==> config.mk <==
export PLATFORM = sky130hd
export DESIGN_NAME = http_chunked_body_decoder_core_flat
export DESIGN_NICKNAME = d
export VERILOG_FILES = /design/src/design/hcbd_pkg.sv /design/src/design/hcbd_in_if.sv /design/src/design/hcbd_out_if.sv /design/src/design/hcbd_step.sv /design/src/design/hcbd_outq.sv /design/src/design/http_chunked_body_decoder_core.sv /design/src/flat_wrapper.sv
export SDC_FILE = /design/constraint.sdc
export NUM_CORES = 1
export LEC_CHECK = 0
export BUFFER_PORTS_ARGS = -buffer_cell sky130_fd_sc_hd__clkbuf_2
export CAP_MARGIN = 20
export CORE_ASPECT_RATIO = 0.9
export CORE_MARGIN = 2
export CORE_UTILIZATION = 45
export DETAILED_ROUTE_END_ITERATION = 10
export PLACE_DENSITY = 0.59
export SYNTH_ARGS = -nofsm -noshare
export SYNTH_HDL_FRONTEND = slang
export SYNTH_SLANG_ARGS = --single-unit
==> constraint.sdc <==
create_clock -name clk -period 9.33 [get_ports clk]
set_input_delay 0 -clock clk [delete_from_list [all_inputs] [get_ports clk]]
set_output_delay 0 -clock clk [all_outputs]
set_load 0.03 [all_outputs]
==> src/design/hcbd_pkg.sv <==
// Shared constants and types of the HTTP chunked body decoder.
`default_nettype none
package hcbd_pkg;

  localparam int SIZE_BITS      = 32;
  localparam int MAX_SIZE_CHARS = 10;
  localparam int CHARS_W        = $clog2(MAX_SIZE_CHARS + 1);
  // width for the first-chunk compare (16-bit value plus 2)
  localparam int CMP_W          = (SIZE_BITS > 17) ? SIZE_BITS : 17;
  localparam int DIGIT_W        = 6;
  localparam int HEX_BASE_SHIFT = 4;   // base 16
  localparam int ALPHA_OFS      = 10;
  localparam int CHECK_OFS      = 2;

  // result queue
  localparam int Q_DEPTH = 4;
  localparam int Q_AW    = $clog2(Q_DEPTH);
  localparam int CNT_W   = Q_AW + 1;

  localparam logic [7:0] CH_CR = 8'h0D;
  localparam logic [7:0] CH_LF = 8'h0A;
  localparam logic [7:0] CH_0  = 8'h30;
  localparam logic [7:0] CH_9  = 8'h39;
  localparam logic [7:0] CH_LA = 8'h61;
  localparam logic [7:0] CH_LZ = 8'h7A;
  localparam logic [7:0] CH_UA = 8'h41;
  localparam logic [7:0] CH_UZ = 8'h5A;

  typedef enum logic [1:0] {
    PH_SIZE  = 2'd0,
    PH_DATA  = 2'd1,
    PH_CHECK = 2'd2,
    PH_ENDED = 2'd3
  } phase_t;

  typedef struct packed {
    logic [7:0] in_byte;
    logic       input_last;
    logic       new_message;
  } in_item_t;

  typedef struct packed {
    logic [7:0] out_byte;
    logic       byte_valid;
    logic       body_end;
  } result_t;

  // up to two results written into the result queue in one cycle
  typedef struct packed {
    logic [1:0] cnt;
    result_t    r1;
    result_t    r0;
  } wr_req_t;

endpackage
`default_nettype wire

==> src/design/hcbd_in_if.sv <==
// Request channel carrying raw chunked body bytes.
`default_nettype none
interface hcbd_in_if;
  logic       valid;
  logic       ready;
  logic [7:0] in_byte;
  logic       input_last;
  logic       new_message;

  modport source (output valid, output in_byte, output input_last, output new_message,
                  input ready);
  modport sink   (input valid, input in_byte, input input_last, input new_message,
                  output ready);
endinterface
`default_nettype wire

==> src/design/hcbd_out_if.sv <==
// Request channel carrying decoded results.
`default_nettype none
interface hcbd_out_if;
  logic       valid;
  logic       ready;
  logic [7:0] out_byte;
  logic       byte_valid;
  logic       body_end;

  modport source (output valid, output out_byte, output byte_valid, output body_end,
                  input ready);
  modport sink   (input valid, input out_byte, input byte_valid, input body_end,
                  output ready);
endinterface
`default_nettype wire

==> src/design/hcbd_step.sv <==
// Parser state and the per-byte decode step of the chunked body decoder.
`default_nettype none
module hcbd_step (
  input  wire logic               clk,
  input  wire logic               rst_n,
  input  wire logic               accept,
  input  hcbd_pkg::in_item_t      item,
  output hcbd_pkg::wr_req_t       wr
);
  import hcbd_pkg::*;

  typedef struct packed {
    phase_t                 phase;
    logic                   cr_pending;
    logic [SIZE_BITS-1:0]   size_value;
    logic [CHARS_W-1:0]     chars_taken;
    logic [SIZE_BITS-1:0]   bytes_left;
    logic                   chunk_start;
    logic                   first_chunk;
    logic [7:0]             held_byte;
    logic                   held_valid;
  } state_t;

  typedef struct packed {
    logic [CHARS_W-1:0]   chars;
    logic [SIZE_BITS-1:0] size;
  } take_t;

  typedef struct packed {
    logic                 emit;
    logic                 chunk_start;
    logic [SIZE_BITS-1:0] bytes_left;
    logic                 to_size;
  } data_t;

  localparam state_t STATE_RESET = '{
    phase:       PH_SIZE,
    cr_pending:  1'b0,
    size_value:  '0,
    chars_taken: '0,
    bytes_left:  '0,
    chunk_start: 1'b0,
    first_chunk: 1'b1,
    held_byte:   8'h00,
    held_valid:  1'b0
  };

  // one size-line character: count it, fold letters and digits into the size
  function automatic take_t take_char(input logic [7:0] b, input logic [CHARS_W-1:0] ch,
                                      input logic [SIZE_BITS-1:0] sz);
    logic [SIZE_BITS+4:0] wide;
    logic [DIGIT_W-1:0]   d;
    logic                 is_val;
    take_t                t;
    t.chars = ch;
    t.size  = sz;
    is_val  = 1'b1;
    d       = '0;
    wide    = '0;
    if (ch < CHARS_W'(MAX_SIZE_CHARS)) begin
      t.chars = ch + CHARS_W'(1);
      if (b >= CH_0 && b <= CH_9) begin
        d = DIGIT_W'(b - CH_0);
      end else if (b >= CH_LA && b <= CH_LZ) begin
        d = DIGIT_W'(b - CH_LA + 8'(ALPHA_OFS));
      end else if (b >= CH_UA && b <= CH_UZ) begin
        d = DIGIT_W'(b - CH_UA + 8'(ALPHA_OFS));
      end else begin
        is_val = 1'b0;
      end
      if (is_val) begin
        wide = ({1'b0, sz, 4'b0000}) + (SIZE_BITS+5)'(d);
        t.size = (wide[SIZE_BITS+4:SIZE_BITS] != '0) ? '1 : wide[SIZE_BITS-1:0];
      end
    end
    return t;
  endfunction

  // one chunk data byte: drop leading zeros, count down the chunk
  function automatic data_t data_step(input logic [7:0] b, input logic cs,
                                      input logic [SIZE_BITS-1:0] bl);
    data_t r;
    r.emit        = !(cs && b == 8'h00);
    r.chunk_start = r.emit ? 1'b0 : cs;
    r.bytes_left  = (bl != '0) ? bl - SIZE_BITS'(1) : bl;
    r.to_size     = (r.bytes_left == '0);
    return r;
  endfunction

  state_t state_r, state_nxt;
  state_t cur;
  take_t  tc1, tc2;
  data_t  ds1, ds2;
  logic   match;
  logic   end_f;
  logic [1:0] p_cnt;
  logic [7:0] p0, p1;
  logic [7:0] b;

  always_comb begin
    b     = item.in_byte;
    cur   = item.new_message ? STATE_RESET : state_r;
    state_nxt = cur;
    p_cnt = 2'd0;
    p0    = 8'h00;
    p1    = 8'h00;
    end_f = 1'b0;
    tc1   = '0;
    tc2   = '0;
    ds1   = '0;
    ds2   = '0;
    match = (CMP_W'(cur.bytes_left) ==
             (CMP_W'({cur.held_byte, b}) + CMP_W'(CHECK_OFS)));
    unique case (cur.phase)
      PH_SIZE: begin
        if (cur.cr_pending) begin
          state_nxt.cr_pending = 1'b0;
          if (b == CH_LF) begin
            if (cur.chars_taken != '0) begin
              // end of size line
              state_nxt.size_value  = '0;
              state_nxt.chars_taken = '0;
              if (cur.size_value == '0) begin
                state_nxt.phase = PH_ENDED;
                end_f = 1'b1;
              end else if (cur.first_chunk) begin
                state_nxt.first_chunk = 1'b0;
                state_nxt.phase       = PH_CHECK;
                state_nxt.bytes_left  = cur.size_value;
                state_nxt.held_valid  = 1'b0;
              end else begin
                state_nxt.phase       = PH_DATA;
                state_nxt.bytes_left  = cur.size_value;
                state_nxt.chunk_start = 1'b1;
              end
            end else begin
              // lone CR LF: LF counts as one ignored character
              tc1 = take_char(CH_LF, cur.chars_taken, cur.size_value);
              state_nxt.chars_taken = tc1.chars;
              state_nxt.size_value  = tc1.size;
            end
          end else begin
            // stray CR counts as a character, then the new byte
            tc1 = take_char(CH_CR, cur.chars_taken, cur.size_value);
            if (b == CH_CR) begin
              state_nxt.cr_pending  = 1'b1;
              state_nxt.chars_taken = tc1.chars;
              state_nxt.size_value  = tc1.size;
            end else begin
              tc2 = take_char(b, tc1.chars, tc1.size);
              state_nxt.chars_taken = tc2.chars;
              state_nxt.size_value  = tc2.size;
            end
          end
        end else if (b == CH_CR) begin
          state_nxt.cr_pending = 1'b1;
        end else begin
          tc1 = take_char(b, cur.chars_taken, cur.size_value);
          state_nxt.chars_taken = tc1.chars;
          state_nxt.size_value  = tc1.size;
        end
      end
      PH_DATA: begin
        ds1 = data_step(b, cur.chunk_start, cur.bytes_left);
        state_nxt.chunk_start = ds1.chunk_start;
        state_nxt.bytes_left  = ds1.bytes_left;
        if (ds1.to_size) begin
          state_nxt.phase       = PH_SIZE;
          state_nxt.cr_pending  = 1'b0;
          state_nxt.size_value  = '0;
          state_nxt.chars_taken = '0;
        end
        if (ds1.emit) begin
          p0    = b;
          p_cnt = 2'd1;
        end
      end
      PH_CHECK: begin
        if (!cur.held_valid) begin
          state_nxt.held_byte  = b;
          state_nxt.held_valid = 1'b1;
        end else begin
          state_nxt.held_valid  = 1'b0;
          state_nxt.phase       = PH_DATA;
          state_nxt.chunk_start = 1'b1;
          if (!match) begin
            // check failed: held byte then this byte go to the chunk
            ds1 = data_step(cur.held_byte, 1'b1, cur.bytes_left);
            state_nxt.chunk_start = ds1.chunk_start;
            state_nxt.bytes_left  = ds1.bytes_left;
            if (ds1.emit) begin
              p0    = cur.held_byte;
              p_cnt = 2'd1;
            end
            if (ds1.to_size) begin
              // chunk used up: this byte opens a fresh size line
              state_nxt.phase       = PH_SIZE;
              state_nxt.cr_pending  = 1'b0;
              state_nxt.size_value  = '0;
              state_nxt.chars_taken = '0;
              if (b == CH_CR) begin
                state_nxt.cr_pending = 1'b1;
              end else begin
                tc1 = take_char(b, '0, '0);
                state_nxt.chars_taken = tc1.chars;
                state_nxt.size_value  = tc1.size;
              end
            end else begin
              ds2 = data_step(b, ds1.chunk_start, ds1.bytes_left);
              state_nxt.chunk_start = ds2.chunk_start;
              state_nxt.bytes_left  = ds2.bytes_left;
              if (ds2.to_size) begin
                state_nxt.phase       = PH_SIZE;
                state_nxt.cr_pending  = 1'b0;
                state_nxt.size_value  = '0;
                state_nxt.chars_taken = '0;
              end
              if (ds2.emit) begin
                if (p_cnt == 2'd0) begin
                  p0 = b;
                end else begin
                  p1 = b;
                end
                p_cnt = p_cnt + 2'd1;
              end
            end
          end
        end
      end
      PH_ENDED: begin
      end
    endcase

    // last byte of the buffer closes the body; a byte held for the check
    // is flushed as the start of the chunk
    if (item.input_last && state_nxt.phase != PH_ENDED) begin
      if (state_nxt.phase == PH_CHECK && state_nxt.held_valid &&
          state_nxt.held_byte != 8'h00) begin
        if (p_cnt == 2'd0) begin
          p0 = state_nxt.held_byte;
        end else begin
          p1 = state_nxt.held_byte;
        end
        p_cnt = p_cnt + 2'd1;
      end
      end_f = 1'b1;
    end
    if (end_f) begin
      state_nxt.phase = PH_ENDED;
    end

    if (end_f && p_cnt == 2'd0) begin
      wr.r0 = '{out_byte: 8'h00, byte_valid: 1'b0, body_end: 1'b1};
      wr.r1 = '0;
      wr.cnt = accept ? 2'd1 : 2'd0;
    end else begin
      wr.r0 = '{out_byte: p0, byte_valid: 1'b1, body_end: end_f && p_cnt == 2'd1};
      wr.r1 = '{out_byte: p1, byte_valid: 1'b1, body_end: end_f};
      wr.cnt = accept ? p_cnt : 2'd0;
    end
  end

  always_ff @(posedge clk) begin
    if (!rst_n) begin
      state_r <= STATE_RESET;
    end else if (accept) begin
      state_r <= state_nxt;
    end
  end

endmodule
`default_nettype wire

==> src/design/hcbd_outq.sv <==
// Small result queue: takes up to two results a cycle, hands out one.
`default_nettype none
module hcbd_outq (
  input  wire logic          clk,
  input  wire logic          rst_n,
  input  hcbd_pkg::wr_req_t  wr,
  input  wire logic          pop,
  output logic               has_room,
  output logic               head_valid,
  output hcbd_pkg::result_t  head_data
);
  import hcbd_pkg::*;

  result_t           mem_r [Q_DEPTH];
  logic [Q_AW-1:0]   head_r, head_nxt;
  logic [Q_AW-1:0]   tail_r, tail_nxt;
  logic [Q_AW-1:0]   tail_p1;
  logic [CNT_W-1:0]  count_r, count_nxt;

  always_comb begin
    tail_p1    = tail_r + Q_AW'(1);
    tail_nxt   = tail_r + Q_AW'(wr.cnt);
    head_nxt   = pop ? head_r + Q_AW'(1) : head_r;
    count_nxt  = count_r + CNT_W'(wr.cnt) - CNT_W'(pop);
    // room for a two-result request regardless of this cycle's pop
    has_room   = (count_r <= CNT_W'(Q_DEPTH - 2));
    head_valid = (count_r != '0);
    head_data  = mem_r[head_r];
  end

  always_ff @(posedge clk) begin
    if (wr.cnt != 2'd0) begin
      mem_r[tail_r] <= wr.r0;
    end
    if (wr.cnt == 2'd2) begin
      mem_r[tail_p1] <= wr.r1;
    end
  end

  always_ff @(posedge clk) begin
    if (!rst_n) begin
      head_r  <= '0;
      tail_r  <= '0;
      count_r <= '0;
    end else begin
      head_r  <= head_nxt;
      tail_r  <= tail_nxt;
      count_r <= count_nxt;
    end
  end

endmodule
`default_nettype wire

==> src/design/http_chunked_body_decoder_core.sv <==
// HTTP chunked body decoder: raw chunked body bytes in, payload bytes out.
//
// in_ch  : one raw body byte per request, with input_last (last byte of the
//          buffer) and new_message (restart parsing before this byte).
// out_ch : one result per request: out_byte, byte_valid (payload present) and
//          body_end (body closed by a zero-size chunk or by the last byte).
// A raw byte yields zero, one or two results; size-line bytes yield none
// except the result that reports the end of the body.
//
// Results of an accepted byte are written into the result queue and offered
// from its head. Throughput: one byte per cycle while in_ch.ready is high.
// The decode step is a single pass of logic from the accepted byte and parser
// state into a 4-entry result queue; in_ch.ready is high while that queue holds
// 2 or fewer results, and a byte that makes two results fills two entries.
// Stall: when out_ch.ready stays low the queue fills and in_ch.ready drops;
// nothing is lost or repeated.
// Reset (rst_n low, synchronous): queue empty, parser at a first size line.
// After the body ends, bytes are taken and dropped until new_message.
`default_nettype none
module http_chunked_body_decoder_core (
  input  wire logic   clk,
  input  wire logic   rst_n,
  hcbd_in_if.sink     in_ch,
  hcbd_out_if.source  out_ch
);
  import hcbd_pkg::*;

  logic     accept;
  logic     pop;
  logic     has_room;
  logic     head_valid;
  in_item_t item;
  wr_req_t  wr;
  result_t  head_data;

  assign accept = in_ch.valid && has_room;
  assign in_ch.ready = has_room;

  assign item.in_byte     = in_ch.in_byte;
  assign item.input_last  = in_ch.input_last;
  assign item.new_message = in_ch.new_message;

  // parser state and per-byte decode
  hcbd_step u_step (
    .clk    (clk),
    .rst_n  (rst_n),
    .accept (accept),
    .item   (item),
    .wr     (wr)
  );

  // result queue decouples the two sides
  hcbd_outq u_outq (
    .clk        (clk),
    .rst_n      (rst_n),
    .wr         (wr),
    .pop        (pop),
    .has_room   (has_room),
    .head_valid (head_valid),
    .head_data  (head_data)
  );

  assign pop               = head_valid && out_ch.ready;
  assign out_ch.valid      = head_valid;
  assign out_ch.out_byte   = head_data.out_byte;
  assign out_ch.byte_valid = head_data.byte_valid;
  assign out_ch.body_end   = head_data.body_end;

endmodule
`default_nettype wire

==> src/flat_wrapper.sv <==
// flat-port wrapper written by rule: the top's interface ports become plain ports
module http_chunked_body_decoder_core_flat import hcbd_pkg::*;
  (clk, rst_n, in_ch_valid, in_ch_in_byte, in_ch_input_last, in_ch_new_message, in_ch_ready, out_ch_valid, out_ch_out_byte, out_ch_byte_valid, out_ch_body_end, out_ch_ready);
  hcbd_in_if in_ch_i ();
  hcbd_out_if out_ch_i ();
  input  wire logic clk;
  input  wire logic rst_n;
  input wire logic [$bits(in_ch_i.valid)-1:0] in_ch_valid;
  input wire logic [$bits(in_ch_i.in_byte)-1:0] in_ch_in_byte;
  input wire logic [$bits(in_ch_i.input_last)-1:0] in_ch_input_last;
  input wire logic [$bits(in_ch_i.new_message)-1:0] in_ch_new_message;
  output wire logic [$bits(in_ch_i.ready)-1:0] in_ch_ready;
  output wire logic [$bits(out_ch_i.valid)-1:0] out_ch_valid;
  output wire logic [$bits(out_ch_i.out_byte)-1:0] out_ch_out_byte;
  output wire logic [$bits(out_ch_i.byte_valid)-1:0] out_ch_byte_valid;
  output wire logic [$bits(out_ch_i.body_end)-1:0] out_ch_body_end;
  input wire logic [$bits(out_ch_i.ready)-1:0] out_ch_ready;
  assign in_ch_i.valid = in_ch_valid;
  assign in_ch_i.in_byte = in_ch_in_byte;
  assign in_ch_i.input_last = in_ch_input_last;
  assign in_ch_i.new_message = in_ch_new_message;
  assign in_ch_ready = in_ch_i.ready;
  assign out_ch_valid = out_ch_i.valid;
  assign out_ch_out_byte = out_ch_i.out_byte;
  assign out_ch_byte_valid = out_ch_i.byte_valid;
  assign out_ch_body_end = out_ch_i.body_end;
  assign out_ch_i.ready = out_ch_ready;
  http_chunked_body_decoder_core u_core (.clk(clk), .rst_n(rst_n), .in_ch(in_ch_i), .out_ch(out_ch_i));
endmodule
### Word level (Yosys, flattened, before mapping)

Memory sizes are Yosys's and may differ from the RTL's. A register that Yosys moved wholly into a read port is not among the register bits.
Cells that the tools add are included.
Widths: inputs -> output; s select.

* bits in registers: 89
* bits in latches: 0
* memory bits (writable): 40
* ROM bits: 0
* input bits: 14
* output and inout port bits: 12
* logic and storage cells: 221
* memories kept: 1

* $add $sub $neg: 19
* multipliers: 0
* divide/modulo/power cells: 0
* order comparisons: 9
* equal/unequal tests: 9
* shift operators: 0
* muxes and demuxes: 141
* bitwise gates (word level): 0
* reductions and logical operators: 30

Memories
* u_core.u_outq.mem_r: words 4, width 10, read ports 1, clocked after memory_dff 1, wr ports 2, line hcbd_outq.sv:14 `result_t mem_r [Q_DEPTH];`

Operators with widths (number)
* $mux 36: 11
* $mux 32: 9
* $pmux 72 s3: 1
* $mux 8: 21
* $mux 72: 2
* $mux 34: 4
* $logic_not 32->1: 3
* $mux 82: 1
* $mux 6: 13
* $mux 38: 2
* $add 36x6->37: 2
* $reduce_bool 32->1: 2
* $sub 32x1->32 const B: 2
* $mux 1: 51
* $mux 39: 1
* $mux 37: 1
* $mux 2: 18
* $mux 33: 1
* $eq 32x17->1: 1
* $mux 22: 1
* $add 16x2->17 const B: 1
* $eq 8x4->1 const B: 2
* $ge 8x7->1 const B: 2
* $le 8x7->1 const B: 2
* 27 further kinds: 54

### Logic depth before layout (Yosys ltp)

* depth after elaboration: 37
* mapped depth: 33

### Cells and area by module

Synthesis repeated with hierarchy kept, for this count alone.

* cell total of the unflattened synthesis: 1884
* area total of the unflattened synthesis: 13848.3 um^2

By module, submodules not included
* hcbd_step: instances 1, cells an instance 1737, area an instance 11310.8 um^2, sequential area each 1641.6 um^2
* hcbd_outq: instances 1, cells an instance 145, area an instance 2524.9 um^2, sequential area each 1381.3 um^2
* http_chunked_body_decoder_core: instances 1, cells an instance 2, area an instance 12.5 um^2, sequential area each 0.0 um^2

### Least setup slack after synthesis

Ideal clock, no wire load.

* kind: register -> register
* from: register u_core.u_step.state_r[20] (netlist name)
* to: memory u_core.u_outq.mem_r[1][0] (netlist name), enable pin
* setup time: 0.412 ns
* arrival time: 6.699 ns
* data required time: 8.918 ns
* path slack: 2.219 ns
* stages on the path, launching flop included: 25
* buffers on the path: 7
* path through: dfxtp_1 -> buf_2 -> nor4_4 -> a41oi_4 -> or3_1 -> buf_6 -> nor2_4 -> buf_2 -> xnor2_1 -> inv_1 -> ha_1 -> clkbuf_1 -> o2111a_1 -> and4_1 -> buf_2 -> mux2i_1 -> o211ai_1 -> or4_1 -> or3_1 -> buf_4 -> o31ai_4 -> buf_6 -> mux2_4 -> and2_1 -> a2111oi_1

RTL lines
* from (decl): line hcbd_step.sv:90 `state_t state_r, state_nxt;`
* from (signal assigned): line hcbd_step.sv:267 `state_r <= state_nxt;`
* to (decl): line hcbd_outq.sv:14

### Final worst setup path

* from: register u_core.u_step.state_r[11] (netlist name)
* to: register u_core.u_outq.count_r[2]

* longest elaborated chain between the ends: 21
* elaborated cells between the ends (all ways): 35
* those cells by class: add/sub (5); eq/ne (3); mux (18); reduce/logical (9)

Ends and longest elaborated chain
* $mux 82 *: line hcbd_step.sv:102 `cur = item.new_message ? STATE_RESET : state_r;`
* $sub 32x1->32 / $reduce_bool 32->1 (equally long branches): line hcbd_step.sv:85 `r.bytes_left = (bl != '0) ? bl - SIZE_BITS'(1) : bl;`
* $mux 32: line hcbd_step.sv:85
* $sub 32x1->32 / $reduce_bool 32->1 (equally long branches): line hcbd_step.sv:85
* $mux 32: line hcbd_step.sv:85
* $logic_not 32->1: line hcbd_step.sv:86 `r.to_size = (r.bytes_left == '0);`
* $mux 38: line hcbd_step.sv:212 `if (ds2.to_size) begin`
* $mux 38: line hcbd_step.sv:195 `if (ds1.to_size) begin`
* [4 not listed]
* $logic_and 1x1->1 (2 in series): line hcbd_step.sv:237 `if (state_nxt.phase == PH_CHECK && state_nxt.held_valid &&`
* $mux 2: line hcbd_step.sv:237
* $mux 2: line hcbd_step.sv:236 `if (item.input_last && state_nxt.phase != PH_ENDED) begin`
* $logic_not 2->1: line hcbd_step.sv:252 `if (end_f && p_cnt == 2'd0) begin`
* $logic_and 1x1->1: line hcbd_step.sv:252
* $mux 22 *: line hcbd_step.sv:252
* $add 3x2->3 *: line hcbd_outq.sv:24 `count_nxt = count_r + CNT_W'(wr.cnt) - CNT_W'(pop);`
* $sub 3x1->3 *: line hcbd_outq.sv:24
* to (signal assigned): line hcbd_outq.sv:48 `count_r <= count_nxt;`
* to (decl): line hcbd_outq.sv:18 `logic [CNT_W-1:0] count_r, count_nxt;`

Mark *: on every way between the ends. The rest lies on a longest branch, timed or not.
A chain may end at the register's enable or synchronous reset.

==> summary.txt <==
Worst hold path
  • Hold crit path type: primary input to flop
  • Critical hold path startpoint: out_ch_ready
  • Hold Path Depth: 4

Yosys
  • Seq cells post-synth: 131
  • Mux cell area share after synthesis: 8.10%
  • Synthesized Nets: 2,092
  • Compound-Gate Fraction of Synth Area: 30.9%
  • Post-Syn Area: 0.0147 sq mm
  • Largest cells by area after synthesis: dfxtp_1 (12%), edfxtp_1 (8.1%), a21oi_1 (6.6%)
  • Top cell type's share of synthesized area: 12.4%
  • Post-Synth XOR/XNOR Area: 4.45%
  • Syn_area_per_cell: 7.20 sq um
  • Ys flop type: dfxtp_1
  • Most numerous cell in the Yosys netlist: nor2_1
  • Synth Area in Adders: 2.65%
  • Cell variety after synth: 106
  • Dominant cell type by area after synthesis: dfxtp_1
  • Number of synthesized flops with an enable pin: 40
  • Cells after synthesis: 2,048
  • Synth Area in Simple Gates: 26.8%
  • Post-synth top cells: nor2_1 (236), a21oi_1 (194), o21ai_0 (168), nand2_1 (165), clkbuf_1 (150)
  • Seq/Total Area, Yosys: 20.5%
  • Largest family of logic cells by synthesized area: compound AO/OA/AOI/OAI gates
  • Ys Warns: 0
  • Asr flop ratio synth: 0%

Cells and area
  • Non-filler cells in the finished layout: 2,386
  • Layout filler cell count: 3,234
  • Nets: 2,001
  • Layout cells sized above 1: 9.80%
  • Design area: 0.0157 sq mm
  • ANT cells: 0
  • Final Core Density: 49.0%
  • Layout area overhead: 6.71%

Placement
  • Inst Count DP: 2,351
  • Final GP Congestion: 1.05
  • Worst slack, placed: 1.44 ns
  • Placement Cell Area: 0.0150 sq mm
  • Port Buffer Count: 25
  • Final HPWL DP: 42.1 mm

Critical path
  • Critical path required time: 9.68 ns
  • CP Buf/Inv Count: 5
  • Slowest cell on the critical path: o21ai_0
  • R2R Setup Slk: 1.30 ns
  • R2R depth: 26
  • CP top delay family: compound AO/OA/AOI/OAI gates
  • Reg2Reg Launch Point: u_core.u_step.state_r[11]
  • Critical R2R Capture: u_core.u_outq.count_r[2]
  • Crit path launch type: flop
  • Critical path arrival: 8.38 ns
  • Worst Path Max Fanout: 16
  • WS Path Type: flop to flop
  • Slowest cell delay on critical path: 0.83 ns
  • Setup crit end kind: flop

Power
  • Clock network fraction of total power: 22.1%
  • Internal power: 1.72 mW
  • Sw power: 1.79 mW
  • Sw frac: 51.0%
  • PnR Total Power: 3.51 mW
  • LEAKAGE: 5.28 nW
  • P per Cell Area: 223 mW/mm^2
  • Worst vdd ir: 0.168 mV
  • Seq pwr share: 21.8%
  • Comb pwr share: 56.1%

Clock tree
  • CTS Buf Count: 17
  • Deepest clock path buffer count: 2
  • Clock sinks: 131
  • Worst-path clk slew: 0.09 ns
  • # H-tree levels: 4
  • PostCTS Resize Cnt: 0
  • Worst-skew pair later-pin latency: 0.47 ns
  • Root Driver: clkbuf_16
  • CTS tree: done

Floorplan
  • Initial Util: 45.9%
  • Die Area: 0.0342 sq mm
  • Core area: 0.0321 sq mm
  • Core Rows: 62
  • # IOs: 26
  • Die Height: 176 um
  • Chip width: 195 um

Outcome
  • Status: complete, no violations

Routing
  • First-pass DRT Iterations: 5
  • Total Wirelength: 60.6 mm
  • Routed Antenna Nets: 0
  • Drt via density: 6.85
  • DR iter-0 viols: 2,077
  • Detailed-route via count: 16,346
  • # DRC: 0
  • WL/cell: 25.4 um

Global routing
  • Initial antenna violation count: 1
  • GRT overflow: 0
  • Vias in the first global route: 15,028
  • GRT Util Overall: 35.0%
  • First-pass GRT wire length: 92.6 mm
  • Largest net degree at the start of global routing: 74

Timing
  • Final Setup Violations: 0
  • Relative slew slack: 23.7%
  • RSZ-0062 raised after global routing: false
  • Total negative slack: 0 ns
  • Final hold vios: 0
  • Tightest Pin Transition: 1.14 ns
  • Final min period: 8.03 ns
  • Fmax: 0.124 GHz
  • Hold WS: 0.0855 ns
  • Worst clock skew: 0.0188 ns
  • Smallest setup slack after layout: 1.30 ns
  • Final period utilization: 86.1%
  • Final slew viol count: 0

Run
  • Max_cap viols: 0
[flip-flops by register name, summed over array words and instances (netlist names), named ones only]
name and count:
u_core.u_outq.count_r 3, u_core.u_outq.mem_r 40, u_core.u_step.state_r 82, u_core.u_outq.tail_r 2
u_core.u_outq.head_r 2
[how the worst max path moves through the flow]
stage / from / endpoint / slack (ns) / depth (start not counted)
final: u_core.u_step.state_r[11] / u_core.u_outq.count_r[2] / 1.30 / 26
after global routing: u_core.u_step.state_r[19] / u_core.u_outq.count_r[2] / 0.90 / 25
after CTS: u_core.u_step.state_r[19] / u_core.u_outq.count_r[2] / 1.42 / 24
after detailed placement: u_core.u_step.state_r[19] / u_core.u_outq.count_r[2] / 1.44 / 24
after global placement: u_core.u_step.state_r[19] / u_core.u_outq.count_r[2] / 1.69 / 24
after floorplan: u_core.u_step.state_r[20] / u_core.u_outq.mem_r[1][0] / 2.22 / 24
[cell usage in the layout, fill, tap and decap left out, types with 21 or more instances in the layout]
cell       count
dfxtp_1       91
nor3_1        46
xnor2_1       47
nand2_1      165
and2_1        24
a21oi_1      193
xor2_1        26
nand4_1       27
buf_4         51
inv_1         50
nand3_1       43
nor2b_1       75
ha_1          28
nor2_1       235
o21ai_0      167
edfxtp_1      40
mux2i_1       78
a221oi_1      21
a31oi_1       27
a2111oi_0     26
a211oi_1      44
nor4_1        32
clkbuf_2      24
[cell families (layout without fill, tap and decap cells)]
group | count (synthesis) | after routing
buffers and inverters | 240 | 162
AND/OR/NAND/NOR | 779 | 779
XOR/XNOR | 74 | 74
flip-flops | 131 | 131
adder cells (fa/ha/maj) | 30 | 30
AO/OA/AOI/OAI | 692 | 692
multiplexers | 102 | 102
[power groups by stage]
stage          clock network (mW)  logic [mW]  registers [mW]
2_1_floorplan                   0        1.39           0.692
3_3_place_gp                    0        1.90           0.773
3_5_place_dp                    0        1.90           0.774
4_1_cts                     0.787        1.91           0.761
5_1_grt                     0.805        2.10           0.775
6_report                    0.774        1.97           0.765
[worst register-to-register path, delay by kind of cell (launching register included)]
kind                     cells  cell delay [ns]
flip-flops                   1             0.48
multiplexers                 1             0.30
adder cells (fa/ha/maj)      4             1.24
XOR/XNOR                     2             0.28
AND/OR/NAND/NOR              8             2.10
buffers and inverters        5             0.97
AO/OA/AOI/OAI                6             2.52
[metal layers]
layer	track usage [%]	wire length, um
met4	14.4	2380
met5	0	8
met1	47.7	26000
met3	6.22	5610
met2	54.6	26600
[layout make-up]
| type | instances | area, sq um | share of cell area (%) |
|---|---|---|---|
| clock inverters | 15 | 214 | 1.36 |
| inverters | 52 | 195 | 1.24 |
| clock buffers | 17 | 425 | 2.70 |
| multi-input cells | 1677 | 10800 | 68.7 |
| repair buffers | 78 | 556 | 3.53 |
| well taps | 416 | 520 | 3.31 |
| flip-flops and latches | 131 | 3020 | 19.2 |
[what timing repair did]
action                     CTS  global route
setup endpoints to repair    0             0
hold buffers                 1             0
hold endpoints to repair     1             0
buffers inserted             0             0
(Power assumes the default switching activity.)
